===== config.mk =====
export PLATFORM = sky130hd
export DESIGN_NAME = modular_exponentiation
export DESIGN_NICKNAME = d
export VERILOG_FILES = /design/src/rtl/modexp_pkg.sv /design/src/rtl/modexp_dp.sv /design/src/rtl/modexp_ctrl.sv /design/src/rtl/modular_exponentiation.sv
export SDC_FILE = /design/constraint.sdc
export NUM_CORES = 2
export LEC_CHECK = 0
export BUFFER_PORTS_ARGS = -buffer_cell sky130_fd_sc_hd__buf_2
export CORE_ASPECT_RATIO = 0.5
export CORE_MARGIN = 2
export CORE_UTILIZATION = 40
export CTS_CLUSTER_SIZE = 12
export DETAILED_ROUTE_END_ITERATION = 6
export SLEW_MARGIN = 10
export SYNTH_ARGS = -nofsm -noshare
export SYNTH_HDL_FRONTEND = slang
export SYNTH_SLANG_ARGS = --single-unit

===== constraint.sdc =====
create_clock -name i_clk -period 30.9 [get_ports i_clk]
set_input_delay 3.09 -clock i_clk [delete_from_list [all_inputs] [get_ports i_clk]]
set_output_delay 3.09 -clock i_clk [all_outputs]
set_load 0.02 [all_outputs]

===== src/rtl/modexp_pkg.sv =====
`timescale 1ns / 1ps
// ----------------------------------------------------------------------------
// Modular exponentiation package
// Shared types and constants for the controller and the datapath.
// ----------------------------------------------------------------------------
package modexp_pkg;

    // Modulus after reset (2^64 - 59); the top level keeps its low word bits.
    localparam logic [63:0] MOD_RESET = 64'd18446744073709551557;

    typedef enum logic [2:0] {
        DP_NOP,
        DP_LOAD,
        DP_DIV_STEP,
        DP_SQ_START,
        DP_MB_START,
        DP_MUL_STEP,
        DP_MUL_LAST
    } t_dp_op;

    typedef struct packed {
        t_dp_op op;
        logic   exp_shift;
    } t_dp_cmd;

    typedef struct packed {
        logic exp_msb;
    } t_dp_stat;

endpackage


===== src/rtl/modexp_dp.sv =====
`timescale 1ns / 1ps
// ----------------------------------------------------------------------------
// Modular exponentiation datapath
// Base reduction by restoring division, add-and-double modular multiply and
// the exponent shift register, all driven one step a cycle by commands.
// ----------------------------------------------------------------------------
module modexp_dp #(
    parameter int WORD_BITS = 64
) (
    input  logic                   i_clk,
    input  modexp_pkg::t_dp_cmd    i_cmd,
    input  logic [WORD_BITS-1:0]   i_modulus,
    input  logic [WORD_BITS-1:0]   i_base,
    input  logic [WORD_BITS-1:0]   i_exponent,
    output modexp_pkg::t_dp_stat   o_stat,
    output logic [WORD_BITS-1:0]   o_result
);
    import modexp_pkg::*;

    logic [WORD_BITS-1:0] r_num;
    logic [WORD_BITS-1:0] r_rem;
    logic [WORD_BITS-1:0] r_exp;
    logic [WORD_BITS-1:0] r_r;
    logic [WORD_BITS-1:0] r_a;
    logic [WORD_BITS-1:0] r_mb;
    logic [WORD_BITS-1:0] r_acc;

    logic [WORD_BITS:0]   w_rem_sh;
    logic [WORD_BITS:0]   w_rem_sub;
    logic [WORD_BITS-1:0] n_rem;
    logic [WORD_BITS-1:0] w_gap;
    logic [WORD_BITS-1:0] n_acc;
    logic [WORD_BITS-1:0] n_a;

    always_comb begin
        w_rem_sh  = {r_rem, r_num[WORD_BITS-1]};
        w_rem_sub = w_rem_sh - {1'b0, i_modulus};
        if (w_rem_sh >= {1'b0, i_modulus}) begin
            n_rem = w_rem_sub[WORD_BITS-1:0];
        end else begin
            n_rem = w_rem_sh[WORD_BITS-1:0];
        end

        w_gap = i_modulus - r_a;
        if (!r_mb[0]) begin
            n_acc = r_acc;
        end else if (r_acc >= w_gap) begin
            n_acc = r_acc - w_gap;
        end else begin
            n_acc = r_acc + r_a;
        end
        if (r_a >= w_gap) begin
            n_a = r_a - w_gap;
        end else begin
            n_a = r_a + r_a;
        end
    end

    always_ff @(posedge i_clk) begin
        unique case (i_cmd.op)
            DP_LOAD: begin
                r_num <= i_base;
                r_rem <= '0;
                r_r   <= WORD_BITS'(1);
            end
            DP_DIV_STEP: begin
                r_num <= r_num << 1;
                r_rem <= n_rem;
            end
            DP_SQ_START: begin
                r_a   <= r_r;
                r_mb  <= r_r;
                r_acc <= '0;
            end
            DP_MB_START: begin
                r_a   <= r_r;
                r_mb  <= r_rem;
                r_acc <= '0;
            end
            DP_MUL_STEP: begin
                r_a   <= n_a;
                r_mb  <= r_mb >> 1;
                r_acc <= n_acc;
            end
            DP_MUL_LAST: begin
                r_r   <= n_acc;
            end
            default: begin
            end
        endcase

        if (i_cmd.op == DP_LOAD) begin
            r_exp <= i_exponent;
        end else if (i_cmd.exp_shift) begin
            r_exp <= r_exp << 1;
        end
    end

    assign o_stat.exp_msb = r_exp[WORD_BITS-1];
    assign o_result       = (i_modulus < WORD_BITS'(2)) ? '0 : r_r;

endmodule


===== src/rtl/modexp_ctrl.sv =====
`timescale 1ns / 1ps
// ----------------------------------------------------------------------------
// Modular exponentiation controller
// Sequences base reduction, then square and conditional multiply for every
// exponent bit from the top down, and hands the result to the output stage.
// ----------------------------------------------------------------------------
module modexp_ctrl #(
    parameter int WORD_BITS = 64
) (
    input  logic                  i_clk,
    input  logic                  i_rst_n,
    input  logic                  i_start,
    input  logic                  i_out_free,
    input  modexp_pkg::t_dp_stat  i_stat,
    output modexp_pkg::t_dp_cmd   o_cmd,
    output logic                  o_busy,
    output logic                  o_out_load
);
    import modexp_pkg::*;

    localparam int CW = (WORD_BITS > 1) ? $clog2(WORD_BITS) : 1;
    localparam logic [CW-1:0] LAST = CW'(WORD_BITS - 1);

    typedef enum logic [2:0] {
        S_IDLE,
        S_REDUCE,
        S_SQ_START,
        S_SQ_RUN,
        S_MB_START,
        S_MB_RUN,
        S_FINISH
    } t_state;

    t_state        r_state;
    logic [CW-1:0] r_step;
    logic [CW-1:0] r_bit;

    always_ff @(posedge i_clk) begin
        if (!i_rst_n) begin
            r_state <= S_IDLE;
            r_step  <= '0;
            r_bit   <= '0;
        end else begin
            unique case (r_state)
                S_IDLE: begin
                    if (i_start) begin
                        r_state <= S_REDUCE;
                        r_step  <= '0;
                        r_bit   <= '0;
                    end
                end
                S_REDUCE: begin
                    r_step <= r_step + 1'b1;
                    if (r_step == LAST) begin
                        r_state <= S_SQ_START;
                    end
                end
                S_SQ_START, S_MB_START: begin
                    r_step  <= '0;
                    r_state <= (r_state == S_SQ_START) ? S_SQ_RUN : S_MB_RUN;
                end
                S_SQ_RUN, S_MB_RUN: begin
                    r_step <= r_step + 1'b1;
                    if (r_step == LAST) begin
                        if (r_state == S_SQ_RUN && i_stat.exp_msb) begin
                            r_state <= S_MB_START;
                        end else if (r_bit == LAST) begin
                            r_state <= S_FINISH;
                        end else begin
                            r_bit   <= r_bit + 1'b1;
                            r_state <= S_SQ_START;
                        end
                    end
                end
                S_FINISH: begin
                    if (i_out_free) begin
                        r_state <= S_IDLE;
                    end
                end
                default: begin
                    r_state <= S_IDLE;
                end
            endcase
        end
    end

    always_comb begin
        o_cmd.op        = DP_NOP;
        o_cmd.exp_shift = 1'b0;
        unique case (r_state)
            S_IDLE:     o_cmd.op = i_start ? DP_LOAD : DP_NOP;
            S_REDUCE:   o_cmd.op = DP_DIV_STEP;
            S_SQ_START: o_cmd.op = DP_SQ_START;
            S_MB_START: o_cmd.op = DP_MB_START;
            S_SQ_RUN, S_MB_RUN: begin
                if (r_step == LAST) begin
                    o_cmd.op        = DP_MUL_LAST;
                    o_cmd.exp_shift = (r_state == S_MB_RUN) || !i_stat.exp_msb;
                end else begin
                    o_cmd.op = DP_MUL_STEP;
                end
            end
            default: o_cmd.op = DP_NOP;
        endcase
    end

    assign o_busy     = (r_state != S_IDLE);
    assign o_out_load = (r_state == S_FINISH) && i_out_free;

endmodule


===== src/rtl/modular_exponentiation.sv =====
`timescale 1ns / 1ps
// ----------------------------------------------------------------------------
// Modular exponentiation
// Computes power = base ^ exponent mod modulus with a configurable modulus.
//
// The input channel (i_valid, o_stall) carries a base and an exponent; the
// output channel (o_valid, i_stall) carries the power. A transaction happens
// on a rising edge where valid is high and stall is low. The modulus is
// written through i_modulus_we / i_modulus; the user must write it only
// while no work is in flight; the block itself does not enforce this. One
// transaction is worked on at a time. With W = WORD_BITS, W division steps
// reduce the base after the input transaction, then every exponent bit
// costs a square and, when set, a multiply in the shared add-and-double unit.
// The input is taken again in the cycle after the result moves into the
// output register, so a waiting result does not hold off the next input.
// If the receiver stalls with the output register full, the finished result
// waits in the datapath until the register frees up.
// Synchronous reset empties the pipeline and restores modulus 2^64 - 59.
// ----------------------------------------------------------------------------
module modular_exponentiation #(
    parameter int WORD_BITS = 64
) (
    input  logic                 i_clk,
    input  logic                 i_rst_n,
    input  logic                 i_modulus_we,
    input  logic [WORD_BITS-1:0] i_modulus,
    input  logic                 i_valid,
    output logic                 o_stall,
    input  logic [WORD_BITS-1:0] i_base,
    input  logic [WORD_BITS-1:0] i_exponent,
    output logic                 o_valid,
    input  logic                 i_stall,
    output logic [WORD_BITS-1:0] o_power
);
    import modexp_pkg::*;

    logic [WORD_BITS-1:0] r_modulus;
    logic                 r_out_valid;
    logic [WORD_BITS-1:0] r_power;

    t_dp_cmd              w_cmd;
    t_dp_stat             w_stat;
    logic [WORD_BITS-1:0] w_result;
    logic                 w_busy;
    logic                 w_start;
    logic                 w_out_free;
    logic                 w_out_load;

    assign w_start    = i_valid && !w_busy;
    assign w_out_free = !r_out_valid || !i_stall;

    always_ff @(posedge i_clk) begin
        if (!i_rst_n) begin
            r_modulus <= MOD_RESET[WORD_BITS-1:0];
        end else if (i_modulus_we) begin
            r_modulus <= i_modulus;
        end
    end

    always_ff @(posedge i_clk) begin
        if (!i_rst_n) begin
            r_out_valid <= 1'b0;
        end else if (w_out_load) begin
            r_out_valid <= 1'b1;
        end else if (!i_stall) begin
            r_out_valid <= 1'b0;
        end
    end

    always_ff @(posedge i_clk) begin
        if (w_out_load) begin
            r_power <= w_result;
        end
    end

    modexp_ctrl #(
        .WORD_BITS (WORD_BITS)
    ) u_ctrl (
        .i_clk      (i_clk),
        .i_rst_n    (i_rst_n),
        .i_start    (w_start),
        .i_out_free (w_out_free),
        .i_stat     (w_stat),
        .o_cmd      (w_cmd),
        .o_busy     (w_busy),
        .o_out_load (w_out_load)
    );

    modexp_dp #(
        .WORD_BITS (WORD_BITS)
    ) u_dp (
        .i_clk      (i_clk),
        .i_cmd      (w_cmd),
        .i_modulus  (r_modulus),
        .i_base     (i_base),
        .i_exponent (i_exponent),
        .o_stat     (w_stat),
        .o_result   (w_result)
    );

    assign o_stall = w_busy;
    assign o_valid = r_out_valid;
    assign o_power = r_power;

    // An accepted transaction keeps the block busy on the next cycle.
    a_busy_after_accept: assert property (@(posedge i_clk) disable iff (!i_rst_n)
        (i_valid && !o_stall) |=> o_stall)
        else $error("block not busy after input transaction");

    // Reset leaves the block idle with an empty output register.
    a_reset_idle: assert property (@(posedge i_clk)
        !i_rst_n |=> (!o_valid && !o_stall))
        else $error("block not idle after reset");

    // A result never overwrites one that the receiver is stalling.
    a_no_overwrite: assert property (@(posedge i_clk) disable iff (!i_rst_n)
        w_out_load |-> !(o_valid && i_stall))
        else $error("output register overwritten while stalled");

endmodule

==> out/summary.txt <==
count of cell types in the netlist: 102
Chip Height: 237.5 µm
worst slew pin tran: 1.293 ns
first-pass GRT wire length: 239900 µm
Final nets: 5528
CTS clk-pin slew, worst paths: 0.07 ns
gp weighted congestion: 1.039
Clock Latency Late Sink: 0.69 ns
WHS Path Cells: 2
CP required: 31.27 ns
largest net degree at the start of global routing: 130
I/O pins: 263
area grow syn2layout: 10.66%
total clock sinks: 592
Final Hold Viols: 0
post-CTS sizing: 0
PD cells: 49.16 mW/mm²
CTS max path bufs: 3
f_max: 0.1130 GHz
unrepaired setup endpoints after global routing: no
via count: 39770
Setup crit end kind: register
vias per cell: 6.113
row cnt: 85
vias in the first global route: 37020
# hold bufs at CTS: 0
simple-gate portion of the synthesized area: 15.84%
DP HPWL: 125800 µm
minimum clock period: 8.850 ns
DR DRC count: 1
Async SR Flop Fraction: 0%
Core ar.: 0.1078 mm²
Leakage: 19.80 nW
CP Max Fanout: 66
die area: 0.1119 mm²
Finish-stage setup viols: 0
MaxCap Viol Count: 0
largest family of logic cells by synthesized area: compound AO/OA/AOI/OAI gates
mapped cell area: 0.04362 mm²
VDD IR max: 0.03868 mV
initial antenna violation count: 21
Synth Area in Adders: 9.365%
hold crit path type: reg -> reg
clock root buffer: clkbuf_16
setup_tns: 0 ns
complex-gate fraction of the synthesized area: 22.98%
Port Buf Inserts: 262
placed cells: 6376
WHS: 0.5019 ns
pre-CTS WS: 22.34 ns
Synth Flop Type: edfxtp_1
TritonCTS clock tree: built
clk_skew: 0.05589 ns
WS Path Type: reg -> reg
Final Slew Violations: 0
gr usage total: 28.48%
DRT Pass-1 Iters: 6
Post-Route WL: 165200 µm
startpoint types: register
mux cell area share after synthesis: 2.484%
worst setup margin: 22.05 ns
syn_nets: 5394
Tcrit/Tclk final: 28.64%
Syn Inst Count: 4876
cts bufs inserted: 67
layout cell share with drive strength beyond 1: 10.25%
register area share after synthesis: 38.92%
Routed Antenna Nets: 0
Non-Filler Instances: 6505
CTS H-tree depth: 3
routed wire length per instance: 25.40 µm
Synth Register Bits: 592
post-CTS setup buffers: 0
Mean Syn Cell Area: 8.946 µm²
EDFF count, synth: 512
yosys warns: 0
starting density of the core: 40.45%
die width: 471.0 µm
Worst EP arrival: 9.22 ns
drt first-iter violations: 4950
slew margin rel.: 13.78%
outcome: finished, violations left
failing checks: DRC
post-synthesis xor/xnor area fraction: 5.571%
Worst R2R Path Depth: 27
grt ovf: 0
==> cell usage in the layout (no fill, tap or decap), types with 64 or more instances in the layout <==
cell	synthesis	routed
nor2b_1	103	103
nand4_1	69	69
xor2_1	102	102
o211ai_1	91	91
o21ai_0	212	212
nor2_1	394	393
ha_1	316	316
a21o_1	188	188
nor3_1	69	68
o21ai_1	64	64
a21oi_1	473	472
buf_2	24	261
a211oi_1	65	65
edfxtp_1	512	512
clkbuf_16	0	69
nand2_1	598	594
nand3_1	83	82
dfxtp_1	80	80
mux2_2	64	64
inv_1	302	301
xnor2_1	171	171
==> synth_stat cells (51+ instances only) <==
library cell  instances  area share (%)
a211oi_1             65             1.1
inv_1               302             2.6
nand3_1              83            0.95
o21ai_0             212             2.4
o21bai_1             62             1.1
edfxtp_1            512              35
a21oi_1             473             5.4
a222oi_1             63             1.4
a31oi_1              51            0.73
o211ai_1             91             1.6
dfxtp_1              80             3.7
nor2_1              394             3.4
xnor2_1             171             3.4
nor2b_1             103             1.5
nand4_1              69            0.99
xor2_1              102             2.0
nor3_1               69            0.79
ha_1                316             9.1
nand2_1             598             5.1
clkbuf_1            189             1.6
o21ai_1              64            0.73
a21o_1              188             3.2
mux2_2               64             1.7
==> metal layers <==
| metal | global-route usage [%] | share of wire (%) | vias to the layer above |
|---|---|---|---|
| li1 | - | - | 18200 |
| met1 | 41.16 | 45 | 19450 |
| met2 | 40.93 | 41 | 1842 |
| met3 | 8.358 | 11 | 261 |
| met4 | 8.126 | 2.9 | 16 |
| met5 | 0 | 0.093 | - |
==> flip-flops by register name (all words and copies together), names as in the netlist, 6 cells and up <==
register / count
u_dp.r_mb: 64
r_modulus: 64
u_dp.r_num: 64
u_dp.r_a: 64
o_power: 64
u_dp.r_exp: 64
u_dp.r_acc: 64
u_dp.r_rem: 64
u_ctrl.r_bit: 6
u_dp.r_r: 64
u_ctrl.r_step: 6
==> cells by family (layout without fill, tap and decap cells) <==
family                   count (synthesis)  after routing
AND/OR/NAND/NOR                       1520           1520
adder cells (fa/ha/maj)                324            324
buffers and inverters                  537            722
flip-flops                             592            592
multiplexers                            99             99
other                                    0              9
AO/OA/AOI/OAI                         1529           1529
XOR/XNOR                               275            275
==> per-stage QoR <==
step,instance area (µm²),utilization (%),total power [mW]
6_report,48270,44.76,2.373
3_3_place_gp,46150,42.80,1.557
2_1_floorplan,43620,-,1.382
3_5_place_dp,46150,42.80,1.559
4_1_cts,48250,44.74,2.364
5_1_grt,48250,44.74,2.468
==> power breakdown <==
part	total (mW)	switching (mW)	leakage [nW]	internal, mW
sequential	0.960	0.0471	5.35	0.912
clock	0.811	0.377	1.01	0.434
combinational	0.603	0.377	13.4	0.226
==> worst max-delay path, stage by stage, from the launching register on <==
cell       delay (ns)
edfxtp_1         0.43
ha_1             0.22
inv_1            0.06
fa_1             0.41
a21oi_1          0.23
nor3_1           0.10
nor3_1           0.33
o21ai_0          0.26
a21o_1           0.24
a21oi_1          0.25
o21ai_0          0.12
o21a_1           0.15
xnor2_1          0.49
ha_1             0.30
nand3_1          0.16
nor3_1           0.57
nand4_1          0.47
o21ai_0          0.57
o2111ai_1        0.20
a31oi_1          0.20
buf_4            0.16
o21bai_1         0.14
o221ai_4         0.91
buf_4            0.80
nand3_1          0.13
or4_1            0.41
nand3_1          0.12
nor2_1           0.04
==> cell type report <==
| cell class | count | area (µm²) |
|---|---|---|
| diodes | 9 | 22.52 |
| clock buffers | 93 | 1857 |
| clock inverters | 27 | 235.2 |
| fillers | 10580 | 59570 |
| inverters | 302 | 1134 |
| multi-input cells | 3747 | 24640 |
| flip-flops and latches | 592 | 16980 |
| well taps | 1435 | 1795 |
| repair buffers | 300 | 1612 |
==> path summary, 6_finish.rpt <==
path                   from              to  slack, ns
max             u_dp.r_a[0]  u_dp.r_acc[50]      22.05
min          u_dp.r_num[27]  u_dp.r_num[28]       0.50
max reg2reg     u_dp.r_a[0]  u_dp.r_acc[50]      22.05
min reg2reg  u_dp.r_num[27]  u_dp.r_num[28]       0.50
(Power assumes the default switching activity.)
